===== src/rtl/core/battery_charge_tracker_unit_macros.svh =====
// ---------------------------------------------------------------------------
// Assertion macros for the charge tracker
// Clocked on clk, disabled while rst is high.
// ---------------------------------------------------------------------------
`ifndef BATTERY_CHARGE_TRACKER_UNIT_MACROS_SVH
`define BATTERY_CHARGE_TRACKER_UNIT_MACROS_SVH

// same-cycle implication
`define BCT_ASSERT_IMPL(label, ante, cons, msg) \
  label: assert property (@(posedge clk) disable iff (rst) (ante) |-> (cons)) \
    else $error(msg);

// next-cycle implication
`define BCT_ASSERT_NEXT(label, ante, cons, msg) \
  label: assert property (@(posedge clk) disable iff (rst) (ante) |=> (cons)) \
    else $error(msg);

`endif


===== src/rtl/core/bct_pkg.sv =====
// ---------------------------------------------------------------------------
// bct_pkg
// Types and constants shared by the charge tracker modules.
// ---------------------------------------------------------------------------
package bct_pkg;

  localparam int CHARGE_W   = 31;
  localparam int PRED_W     = 32;
  localparam int FEEDBACK_W = 33;
  localparam int INDEX_W    = 16;
  localparam int PERCENT_W  = 7;
  localparam int CFG_IDX_W  = 2;
  localparam int CFG_DATA_W = 31;

  // shared divider: dividend covers charge * 100, divisor covers charge
  localparam int DIV_NUM_W = 38;
  localparam int DIV_DEN_W = 31;
  localparam int DIV_CNT_W = $clog2(DIV_NUM_W + 1);

  localparam logic [CFG_IDX_W-1:0] REG_CAPACITY  = 2'd0;
  localparam logic [CFG_IDX_W-1:0] REG_INDEX_MIN = 2'd1;
  localparam logic [CFG_IDX_W-1:0] REG_INDEX_MAX = 2'd2;

  localparam logic [CHARGE_W-1:0]  CAPACITY_RESET  = 31'd2000;
  localparam logic signed [INDEX_W-1:0] INDEX_MIN_RESET = -16'sd100;
  localparam logic signed [INDEX_W-1:0] INDEX_MAX_RESET = 16'sd100;
  localparam logic [CHARGE_W-1:0]  CHARGE_MAX      = 31'h7FFF_FFFF;
  localparam logic [PERCENT_W-1:0] PERCENT_SCALE   = 7'd100;

  typedef struct packed {
    logic [CHARGE_W-1:0]      charge_reading;
    logic signed [PRED_W-1:0] predicted_delta;
    logic [CHARGE_W-1:0]      expected_lifetime;
  } in_item_t;

  typedef struct packed {
    logic signed [FEEDBACK_W-1:0] power_feedback;
    logic signed [INDEX_W-1:0]    power_index;
    logic                         depleted;
    logic [CHARGE_W-1:0]          average_charge;
    logic [CHARGE_W-1:0]          remaining_charge;
    logic [PERCENT_W-1:0]         remaining_percent;
  } out_item_t;

  typedef struct packed {
    logic                 start;
    logic [DIV_NUM_W-1:0] dividend;
    logic [DIV_DEN_W-1:0] divisor;
  } div_req_t;

  typedef struct packed {
    logic                 busy;
    logic                 done;
    logic [DIV_NUM_W-1:0] quotient;
  } div_rsp_t;

  typedef enum logic [3:0] {
    ST_IDLE,
    ST_LAUNCH_IDX,
    ST_WAIT_IDX,
    ST_LAUNCH_AVG,
    ST_WAIT_AVG,
    ST_MUL,
    ST_LAUNCH_PCT,
    ST_WAIT_PCT,
    ST_FINISH
  } state_t;

endpackage


===== src/rtl/core/bct_stream_if.sv =====
// ---------------------------------------------------------------------------
// bct_stream_if
// Valid/ready channel carrying one payload item per transfer.
// ---------------------------------------------------------------------------
interface bct_stream_if #(
  parameter type payload_t = logic
) ();
  logic     valid;
  logic     ready;
  payload_t payload;

  modport source (output valid, output payload, input ready);
  modport sink   (input valid, input payload, output ready);
endinterface


===== src/rtl/core/bct_divider.sv =====
// ---------------------------------------------------------------------------
// bct_divider
// Restoring divider, one quotient bit per cycle, shared by all divisions.
// ---------------------------------------------------------------------------
module bct_divider import bct_pkg::*; (
  input  logic     clk,
  input  logic     rst,
  input  div_req_t req,
  output div_rsp_t rsp
);

  logic [DIV_DEN_W-1:0] rem;
  logic [DIV_NUM_W-1:0] quo;
  logic [DIV_DEN_W-1:0] den;
  logic [DIV_CNT_W-1:0] cnt;
  logic                 busy;
  logic                 done;
  logic [DIV_DEN_W:0]   shifted;
  logic                 fits;
  logic [DIV_DEN_W:0]   trial;

  assign shifted = {rem, quo[DIV_NUM_W-1]};
  assign trial   = shifted - {1'b0, den};
  assign fits    = shifted >= {1'b0, den};

  always_ff @(posedge clk) begin
    if (rst) begin
      busy <= 1'b0;
      done <= 1'b0;
      cnt  <= '0;
    end else begin
      done <= 1'b0;
      if (req.start) begin
        busy <= 1'b1;
        cnt  <= DIV_CNT_W'(DIV_NUM_W);
      end else if (busy) begin
        cnt <= cnt - 1'b1;
        if (cnt == DIV_CNT_W'(1)) begin
          busy <= 1'b0;
          done <= 1'b1;
        end
      end
    end
  end

  always_ff @(posedge clk) begin
    if (req.start) begin
      rem <= '0;
      quo <= req.dividend;
      den <= req.divisor;
    end else if (busy) begin
      rem <= fits ? trial[DIV_DEN_W-1:0] : shifted[DIV_DEN_W-1:0];
      quo <= {quo[DIV_NUM_W-2:0], fits};
    end
  end

  assign rsp.busy     = busy;
  assign rsp.done     = done;
  assign rsp.quotient = quo;

endmodule


===== src/rtl/core/battery_charge_tracker_unit.sv =====
// ---------------------------------------------------------------------------
// battery_charge_tracker_unit
// Coulomb-counter fuel gauge with a running average of the readings.
// ---------------------------------------------------------------------------
// Use: one transfer on in_ch per activation brings the cumulative charge
// reading, the predicted delta and the required lifetime. One transfer on
// out_ch returns feedback, power index, depletion flag, average, remaining
// charge and remaining percent.
// Sequence: a division for the power index, one for the average, a multiply
// of the remaining charge by 100 and a division for the percent, all on one
// shared restoring divider, then a load of the output register. in_ch.ready
// is high only while no item is in work, so a new item is taken only after
// the last result has gone into the output register.
// A result waits in the output register while out_ch.ready is low; the next
// item is taken meanwhile, and its result is held back until the register
// is free.
// Reset: capacity 2000, clamps -100/100, remaining charge = capacity, average
// store empty. Writing the capacity (cfg_index 0) reloads remaining charge and
// empties that store. Writes must be made only while idle; the block does not enforce it.
// ---------------------------------------------------------------------------
`include "battery_charge_tracker_unit_macros.svh"

module battery_charge_tracker_unit import bct_pkg::*; #(
  parameter int AVG_DEPTH = 5
) (
  input  logic                  clk,
  input  logic                  rst,
  bct_stream_if.sink            in_ch,
  bct_stream_if.source          out_ch,
  input  logic                  cfg_we,
  input  logic [CFG_IDX_W-1:0]  cfg_index,
  input  logic [CFG_DATA_W-1:0] cfg_data
);

  localparam int POS_W   = (AVG_DEPTH > 1) ? $clog2(AVG_DEPTH) : 1;
  localparam int CNT_W   = $clog2(AVG_DEPTH + 1);
  localparam int TOTAL_W = CHARGE_W + $clog2(AVG_DEPTH);
  localparam logic [POS_W-1:0] POS_LAST = POS_W'(AVG_DEPTH - 1);
  localparam logic [CNT_W-1:0] CNT_FULL = CNT_W'(AVG_DEPTH);

  state_t state, state_next;

  logic [CHARGE_W-1:0]        capacity;
  logic signed [INDEX_W-1:0]  index_min;
  logic signed [INDEX_W-1:0]  index_max;
  logic [CHARGE_W-1:0]        last_reading;
  logic [CHARGE_W-1:0]        charge_left;
  logic [CHARGE_W-1:0]        window_store [AVG_DEPTH];
  logic [AVG_DEPTH-1:0]       window_valid;
  logic [POS_W-1:0]           window_pos;
  logic                       window_full;
  logic [TOTAL_W-1:0]         window_total;

  logic signed [PRED_W-1:0]     delta;
  logic signed [FEEDBACK_W-1:0] feedback;
  logic                         depleted;
  logic [CHARGE_W-1:0]          lifetime;
  logic [CNT_W-1:0]             count;
  logic signed [INDEX_W-1:0]    index_res;
  logic [CHARGE_W-1:0]          average_res;
  logic [PERCENT_W-1:0]         percent_res;
  logic [DIV_NUM_W-1:0]         product;

  div_req_t div_req;
  div_rsp_t div_rsp;

  in_item_t  in_item;
  out_item_t out_item;

  logic                     accept;
  logic signed [PRED_W-1:0] delta_next;
  logic [FEEDBACK_W-1:0]    diff;
  logic                     left_gt;
  logic [CHARGE_W-1:0]      old_entry;
  logic [POS_W-1:0]         pos_next;
  logic                     full_next;
  logic [TOTAL_W-1:0]       total_next;
  logic signed [FEEDBACK_W-1:0] index_raw;
  logic signed [FEEDBACK_W-1:0] index_lo;
  logic signed [FEEDBACK_W-1:0] index_clamped;
  logic                     out_free;

  assign in_item = in_ch.payload;
  assign accept  = in_ch.valid && in_ch.ready;
  assign out_free = !out_ch.valid || out_ch.ready;

  // per-item front arithmetic
  assign delta_next = $signed({1'b0, in_item.charge_reading})
                    - $signed({1'b0, last_reading});
  assign left_gt    = $signed({2'b00, charge_left}) > $signed({delta_next[PRED_W-1], delta_next});
  assign diff       = {2'b00, charge_left} - {delta_next[PRED_W-1], delta_next};
  assign old_entry  = window_valid[window_pos] ? window_store[window_pos] : '0;
  assign pos_next   = (window_pos == POS_LAST) ? '0 : window_pos + 1'b1;
  assign full_next  = window_full || (window_pos == POS_LAST);
  assign total_next = window_total + TOTAL_W'(in_item.charge_reading) - TOTAL_W'(old_entry);

  // power index clamp
  assign index_raw = $signed({2'b00, div_rsp.quotient[CHARGE_W-1:0]})
                   - $signed({2'b00, lifetime});
  assign index_lo  = (index_raw < FEEDBACK_W'(index_min)) ? FEEDBACK_W'(index_min) : index_raw;
  assign index_clamped = (index_lo > FEEDBACK_W'(index_max)) ? FEEDBACK_W'(index_max) : index_lo;

  always_ff @(posedge clk) begin
    if (rst) begin
      state <= ST_IDLE;
    end else begin
      state <= state_next;
    end
  end

  always_comb begin
    state_next = state;
    unique case (state)
      ST_IDLE:       if (in_ch.valid) state_next = ST_LAUNCH_IDX;
      ST_LAUNCH_IDX: state_next = ST_WAIT_IDX;
      ST_WAIT_IDX:   if (div_rsp.done) state_next = ST_LAUNCH_AVG;
      ST_LAUNCH_AVG: state_next = ST_WAIT_AVG;
      ST_WAIT_AVG:   if (div_rsp.done) state_next = ST_MUL;
      ST_MUL:        state_next = ST_LAUNCH_PCT;
      ST_LAUNCH_PCT: state_next = ST_WAIT_PCT;
      ST_WAIT_PCT:   if (div_rsp.done) state_next = ST_FINISH;
      ST_FINISH:     if (out_free) state_next = ST_IDLE;
      default:       state_next = ST_IDLE;
    endcase
  end

  always_comb begin
    in_ch.ready      = 1'b0;
    div_req.start    = 1'b0;
    div_req.dividend = {{(DIV_NUM_W-CHARGE_W){1'b0}}, charge_left};
    div_req.divisor  = delta[DIV_DEN_W-1:0];
    unique case (state)
      ST_IDLE:       in_ch.ready = 1'b1;
      ST_LAUNCH_IDX: div_req.start = 1'b1;
      ST_LAUNCH_AVG: begin
        div_req.start    = 1'b1;
        div_req.dividend = {{(DIV_NUM_W-TOTAL_W){1'b0}}, window_total};
        div_req.divisor  = {{(DIV_DEN_W-CNT_W){1'b0}}, count};
      end
      ST_LAUNCH_PCT: begin
        div_req.start    = 1'b1;
        div_req.dividend = product;
        div_req.divisor  = capacity;
      end
      default: begin
      end
    endcase
  end

  bct_divider u_div (
    .clk (clk),
    .rst (rst),
    .req (div_req),
    .rsp (div_rsp)
  );

  // configuration and tracker state
  always_ff @(posedge clk) begin
    if (rst) begin
      capacity     <= CAPACITY_RESET;
      index_min    <= INDEX_MIN_RESET;
      index_max    <= INDEX_MAX_RESET;
      last_reading <= '0;
      charge_left  <= CAPACITY_RESET;
      window_valid <= '0;
      window_pos   <= '0;
      window_full  <= 1'b0;
      window_total <= '0;
    end else if (cfg_we) begin
      unique case (cfg_index)
        REG_CAPACITY: begin
          capacity     <= cfg_data;
          charge_left  <= cfg_data;
          window_valid <= '0;
          window_pos   <= '0;
          window_full  <= 1'b0;
          window_total <= '0;
        end
        REG_INDEX_MIN: index_min <= cfg_data[INDEX_W-1:0];
        REG_INDEX_MAX: index_max <= cfg_data[INDEX_W-1:0];
        default: begin
        end
      endcase
    end else if (accept) begin
      last_reading             <= in_item.charge_reading;
      if (left_gt) begin
        charge_left <= (diff[FEEDBACK_W-1:CHARGE_W] != '0) ? CHARGE_MAX : diff[CHARGE_W-1:0];
      end
      window_valid[window_pos] <= 1'b1;
      window_pos               <= pos_next;
      window_full              <= full_next;
      window_total             <= total_next;
    end
  end

  always_ff @(posedge clk) begin
    if (accept) begin
      window_store[window_pos] <= in_item.charge_reading;
    end
  end

  // working registers
  always_ff @(posedge clk) begin
    if (accept) begin
      delta    <= delta_next;
      feedback <= $signed({delta_next[PRED_W-1], delta_next})
                - $signed({in_item.predicted_delta[PRED_W-1], in_item.predicted_delta});
      depleted <= !left_gt;
      lifetime <= in_item.expected_lifetime;
      count    <= full_next ? CNT_FULL : CNT_W'(pos_next);
    end
    if (state == ST_WAIT_IDX && div_rsp.done) begin
      index_res <= (delta <= 0) ? index_max : index_clamped[INDEX_W-1:0];
    end
    if (state == ST_WAIT_AVG && div_rsp.done) begin
      average_res <= div_rsp.quotient[CHARGE_W-1:0];
    end
    if (state == ST_MUL) begin
      product <= DIV_NUM_W'(charge_left) * DIV_NUM_W'(PERCENT_SCALE);
    end
    if (state == ST_WAIT_PCT && div_rsp.done) begin
      if (capacity == '0) begin
        percent_res <= '0;
      end else if (div_rsp.quotient > DIV_NUM_W'(PERCENT_SCALE)) begin
        percent_res <= PERCENT_SCALE;
      end else begin
        percent_res <= div_rsp.quotient[PERCENT_W-1:0];
      end
    end
  end

  // output register
  always_comb begin
    out_item.power_feedback    = feedback;
    out_item.power_index       = index_res;
    out_item.depleted          = depleted;
    out_item.average_charge    = average_res;
    out_item.remaining_charge  = charge_left;
    out_item.remaining_percent = percent_res;
  end

  always_ff @(posedge clk) begin
    if (rst) begin
      out_ch.valid <= 1'b0;
    end else if (state == ST_FINISH && out_free) begin
      out_ch.valid <= 1'b1;
    end else if (out_ch.ready) begin
      out_ch.valid <= 1'b0;
    end
  end

  always_ff @(posedge clk) begin
    if (state == ST_FINISH && out_free) begin
      out_ch.payload <= out_item;
    end
  end

  `BCT_ASSERT_IMPL(a_pct_range, out_ch.valid,
    out_ch.payload.remaining_percent <= PERCENT_SCALE, "remaining percent above 100")
  `BCT_ASSERT_IMPL(a_div_idle_start, div_req.start, !div_rsp.busy,
    "divider started while busy")
  `BCT_ASSERT_NEXT(a_accept_busy, accept, !in_ch.ready,
    "second transfer taken while an item is in work")
  `BCT_ASSERT_IMPL(a_index_clamp, out_ch.valid && (index_min <= index_max),
    (out_ch.payload.power_index <= index_max), "power index above upper clamp")

endmodule


===== src/flat_wrapper.sv =====
// flat-port wrapper written by rule: the top's interface ports become plain ports
module battery_charge_tracker_unit_flat import bct_pkg::*;
#(
  parameter int AVG_DEPTH = 5
)
  (clk, rst, cfg_we, cfg_index, cfg_data, in_ch_valid, in_ch_payload, in_ch_ready, out_ch_valid, out_ch_payload, out_ch_ready);
  bct_stream_if #(.payload_t(in_item_t)) in_ch_i ();
  bct_stream_if #(.payload_t(out_item_t)) out_ch_i ();
  input  logic clk;
  input  logic rst;
  input  logic cfg_we;
  input  logic [CFG_IDX_W-1:0] cfg_index;
  input  logic [CFG_DATA_W-1:0] cfg_data;
  input wire logic [$bits(in_ch_i.valid)-1:0] in_ch_valid;
  input wire logic [$bits(in_ch_i.payload)-1:0] in_ch_payload;
  output wire logic [$bits(in_ch_i.ready)-1:0] in_ch_ready;
  output wire logic [$bits(out_ch_i.valid)-1:0] out_ch_valid;
  output wire logic [$bits(out_ch_i.payload)-1:0] out_ch_payload;
  input wire logic [$bits(out_ch_i.ready)-1:0] out_ch_ready;
  assign in_ch_i.valid = in_ch_valid;
  assign in_ch_i.payload = in_ch_payload;
  assign in_ch_ready = in_ch_i.ready;
  assign out_ch_valid = out_ch_i.valid;
  assign out_ch_payload = out_ch_i.payload;
  assign out_ch_i.ready = out_ch_ready;
  battery_charge_tracker_unit #(.AVG_DEPTH(AVG_DEPTH)) u_core (.clk(clk), .rst(rst), .in_ch(in_ch_i), .out_ch(out_ch_i), .cfg_we(cfg_we), .cfg_index(cfg_index), .cfg_data(cfg_data));
endmodule

===== config.mk =====
export PLATFORM = sky130hd
export DESIGN_NAME = battery_charge_tracker_unit_flat
export DESIGN_NICKNAME = d
export VERILOG_FILES = /design/src/rtl/core/bct_pkg.sv /design/src/rtl/core/bct_stream_if.sv /design/src/rtl/core/bct_divider.sv /design/src/rtl/core/battery_charge_tracker_unit.sv /design/src/flat_wrapper.sv
export VERILOG_INCLUDE_DIRS = /design/src /design/src/rtl/core
export SDC_FILE = /design/constraint.sdc
export NUM_CORES = 2
export LEC_CHECK = 0
export ABC_AREA = 1
export CORE_MARGIN = 10
export CORE_UTILIZATION = 25
export CTS_CLUSTER_SIZE = 10
export DETAILED_ROUTE_END_ITERATION = 12
export DONT_BUFFER_PORTS = 1
export PLACE_DENSITY = 0.36
export SLEW_MARGIN = 10
export SYNTH_ARGS = -nofsm -noshare
export SYNTH_HDL_FRONTEND = slang
export SYNTH_SLANG_ARGS = --single-unit

===== constraint.sdc =====
create_clock -name clk -period 20 [get_ports clk]
set_clock_uncertainty 0.1 [all_clocks]
set_input_delay 3 -clock clk [delete_from_list [all_inputs] [get_ports clk]]
set_output_delay 3 -clock clk [all_outputs]
set_load 0.01 [all_outputs]

==> flow_summary.toml <==
[detailed_routing]
postRouteAntennaNets = 0
wl_per_cell_um = 22.4
drc = 0
routed_wl_um = 172000
drtIter0Drc = 2428
drt_pass1_iterations = 5
avgViaCountPerCell = 4.66
vias = 35700

[cells_and_area]
stdcell_count = 7674
fin_nets = 5779
drive_gt1_frac = 0.0524
final_area_um2 = 50900
synthToLayoutAreaGrowth_pct = 12.8

[cts]
clkLatencyLatePin_ns = 0.75
cts_resized = 0
cts_buffer_depth = 3
hold_buffers = 0
cts_root_buffer = "clkbuf_16"
cts_sinks = 748
clk_pin_slew_ns = 0.06
cts_tree = "yes"
post_cts_buffers = 0
cts_made_buffers = 97
htreeDepth = 3

[setup_path]
critPathLaunchType = "register"
cpMaxStageDelayCell = "nand2_1"
critPathTopFamily = "simple AND/OR/NAND/NOR gates"
crit_path_max_incr_delay_ns = 0.77
path_max_fanout = 29
endpoint_kind = "register"
path_class = "register to register"
cpMostUsedCell = "nand2_1"
cp.arrival_ns = 8.52
worst-path-buf-inv = 4
required_ns = 20.36

[place]
placed_cells = 7487
place_hpwl_um = 135000
globalplace.congestion = 0.891
placement.io_buffers = 0
dp_slack_ns = 11.82
post_dp_cell_area_um2 = 47900

[synthesis]
netlist_area_um2 = 45200
ys.flop_type = "edfxtp_1"
synth_largest_area_cell = "edfxtp_1"
syn_avg_cell_area_um2 = 8.64
synth-edff-count = 533
synthTopCellsByArea = "edfxtp_1 35%, ha_1 9.8%, dfxtp_1 9.5%, nand2_1 8.1%, inv_1 7.1%"
ys_seq_area_frac = 0.450
synth_common_cells = "969 x nand2_1, 851 x inv_1, 533 x edfxtp_1, 481 x a21oi_1, 423 x nor2_1"
synthCells = 5227
synth_nets = 5775
synth.most_common_cell = "nand2_1"
ys_warn_count = 0
ys_seq_elements = 748
synthArstFlopShare = 0
ys_types = 62
synth_top_area_share = 0.354

[sta]
hold_viol = 0
maxSlewViolCount = 0
setup_viol = 0
worst_pin_slew_ns = 1.23
final.setup.worst_slack_ns = 11.84
min_period_ns = 8.16
timing.setup.tns_ns = 0
max_freq_mhz = 123
fin_crit_sh = 0.408
rsz0062_at_grt = "no"
slew_headroom = 0.178

[die]
start_util = 0.252
rows = 155
dieArea_um2 = 198000
ios = 253
core_um2 = 179000
fp.dieW_um = 445
die_h_um = 445

[power]
p_comb_frac = 0.496
cellPowerDensity_nw_per_um2 = 157
internal_power_mw = 4.34
p_seq_frac = 0.290
peakVddDrop_mv = 0.0712
clock_power_share = 0.214
leakagePower_nw = 21.6
switching_power_mw = 3.66
swShare = 0.458

[run]
max_cap_violations = 0

[outcome]
outcome = "finished, final reports clean"

[global_route]
grt_overflow = 0
track_usage = 0.170
antenna_found_initial = 29
grt_pass1_vias = 35800
grt_max_degree = 81
grt_pass1_wl_um = 251000

[min_path]
hold_path.class = "register to register"
-- sequential cells by signal (all words and copies together), names as in the netlist, 31 cells and up, named ones only --
register	count
u_core.lifetime	31
u_core.charge_left	31
u_core.out_ch.payload	119
u_core.u_div.rem	31
u_core.window_store	155
u_core.u_div.den	31
u_core.average_res	31
u_core.product	36
u_core.capacity	31
u_core.window_total	34
u_core.delta	32
u_core.last_reading	31
u_core.feedback	33
u_core.u_div.quo	38
-- routing by layer --
layer	vias to the layer above	track usage	share of wire
li1	17600	-	-
met1	17200	0.223	0.45
met2	683	0.283	0.46
met3	213	0.0318	0.050
met4	12	0.0509	0.030
met5	-	0	0.00055
-- final timing paths --
| kind | from | endpoint | slack (ns) | cells after the start |
|---|---|---|---|---|
| setup / recovery | u_core.u_div.quo[2] | u_core.index_res[4] | 11.84 | 32 |
| hold / removal | u_core.index_res[12] | u_core.out_ch.payload[82] | 0.32 | 0 |
| setup reg to reg | u_core.u_div.quo[2] | u_core.index_res[4] | 11.84 | 32 |
| hold reg to reg | u_core.index_res[12] | u_core.out_ch.payload[82] | 0.32 | 0 |
-- power by group through the flow --
stage	Clock, mW	Sequential [mW]	Combinational (mW)
4_1_cts	1.77	2.33	4.01
3_3_place_gp	0	2.36	3.99
6_report	1.71	2.32	3.97
5_1_grt	1.82	2.35	4.53
3_5_place_dp	0	2.35	3.98
2_1_floorplan	0	2.22	2.81
-- cell type report --
type	instances	area (µm²)
Timing Repair Buffer	39	293
Sequential cell	748	20300
Inverter	863	3240
Tap cell	2355	2950
Antenna cell	9	22.5
Multi-Input combinational cell	3482	21100
Fill cell	19200	128000
Clock buffer	148	2780
Clock inverter	30	256
-- placed cells by master (no fill, tap or decap), types with 40 or more instances in the layout --
| master | n |
|---|---|
| nand2_1 | 969 |
| edfxtp_1 | 533 |
| ha_1 | 354 |
| fa_1 | 62 |
| xor2_1 | 113 |
| nand3_1 | 179 |
| o21ai_0 | 333 |
| clkbuf_16 | 102 |
| nor2_1 | 419 |
| nand4_1 | 40 |
| nor3_1 | 48 |
| a21oi_1 | 481 |
| a21o_1 | 41 |
| dfxtp_1 | 213 |
| xnor2_1 | 47 |
| clkbuf_1 | 41 |
| o211ai_1 | 40 |
| inv_1 | 848 |
-- cells by family (layout without fill, tap and decap cells) --
family | count (synthesis) | in the layout | synth area share
xor+xnor | 160 | 160 | 0.0310
other cells | 0 | 9 | 0
buf+inv | 997 | 1080 | 0.0853
simple gates | 1788 | 1788 | 0.166
flops | 748 | 748 | 0.450
compound gates | 1118 | 1118 | 0.142
fa+ha+maj | 416 | 416 | 0.126
-- through the flow --
| step | hold WS (ns) | power [mW] | utilization |
|---|---|---|---|
| floorplan | 0.300 | 5.03 | - |
| global placement | 0.302 | 6.35 | 0.267 |
| detailed placement | 0.305 | 6.33 | 0.267 |
| CTS | 0.318 | 8.10 | 0.284 |
| global route | 0.326 | 8.71 | 0.284 |
| finish | 0.316 | 8.00 | 0.285 |
No activity file was read; power rests on OpenSTA's default activity.
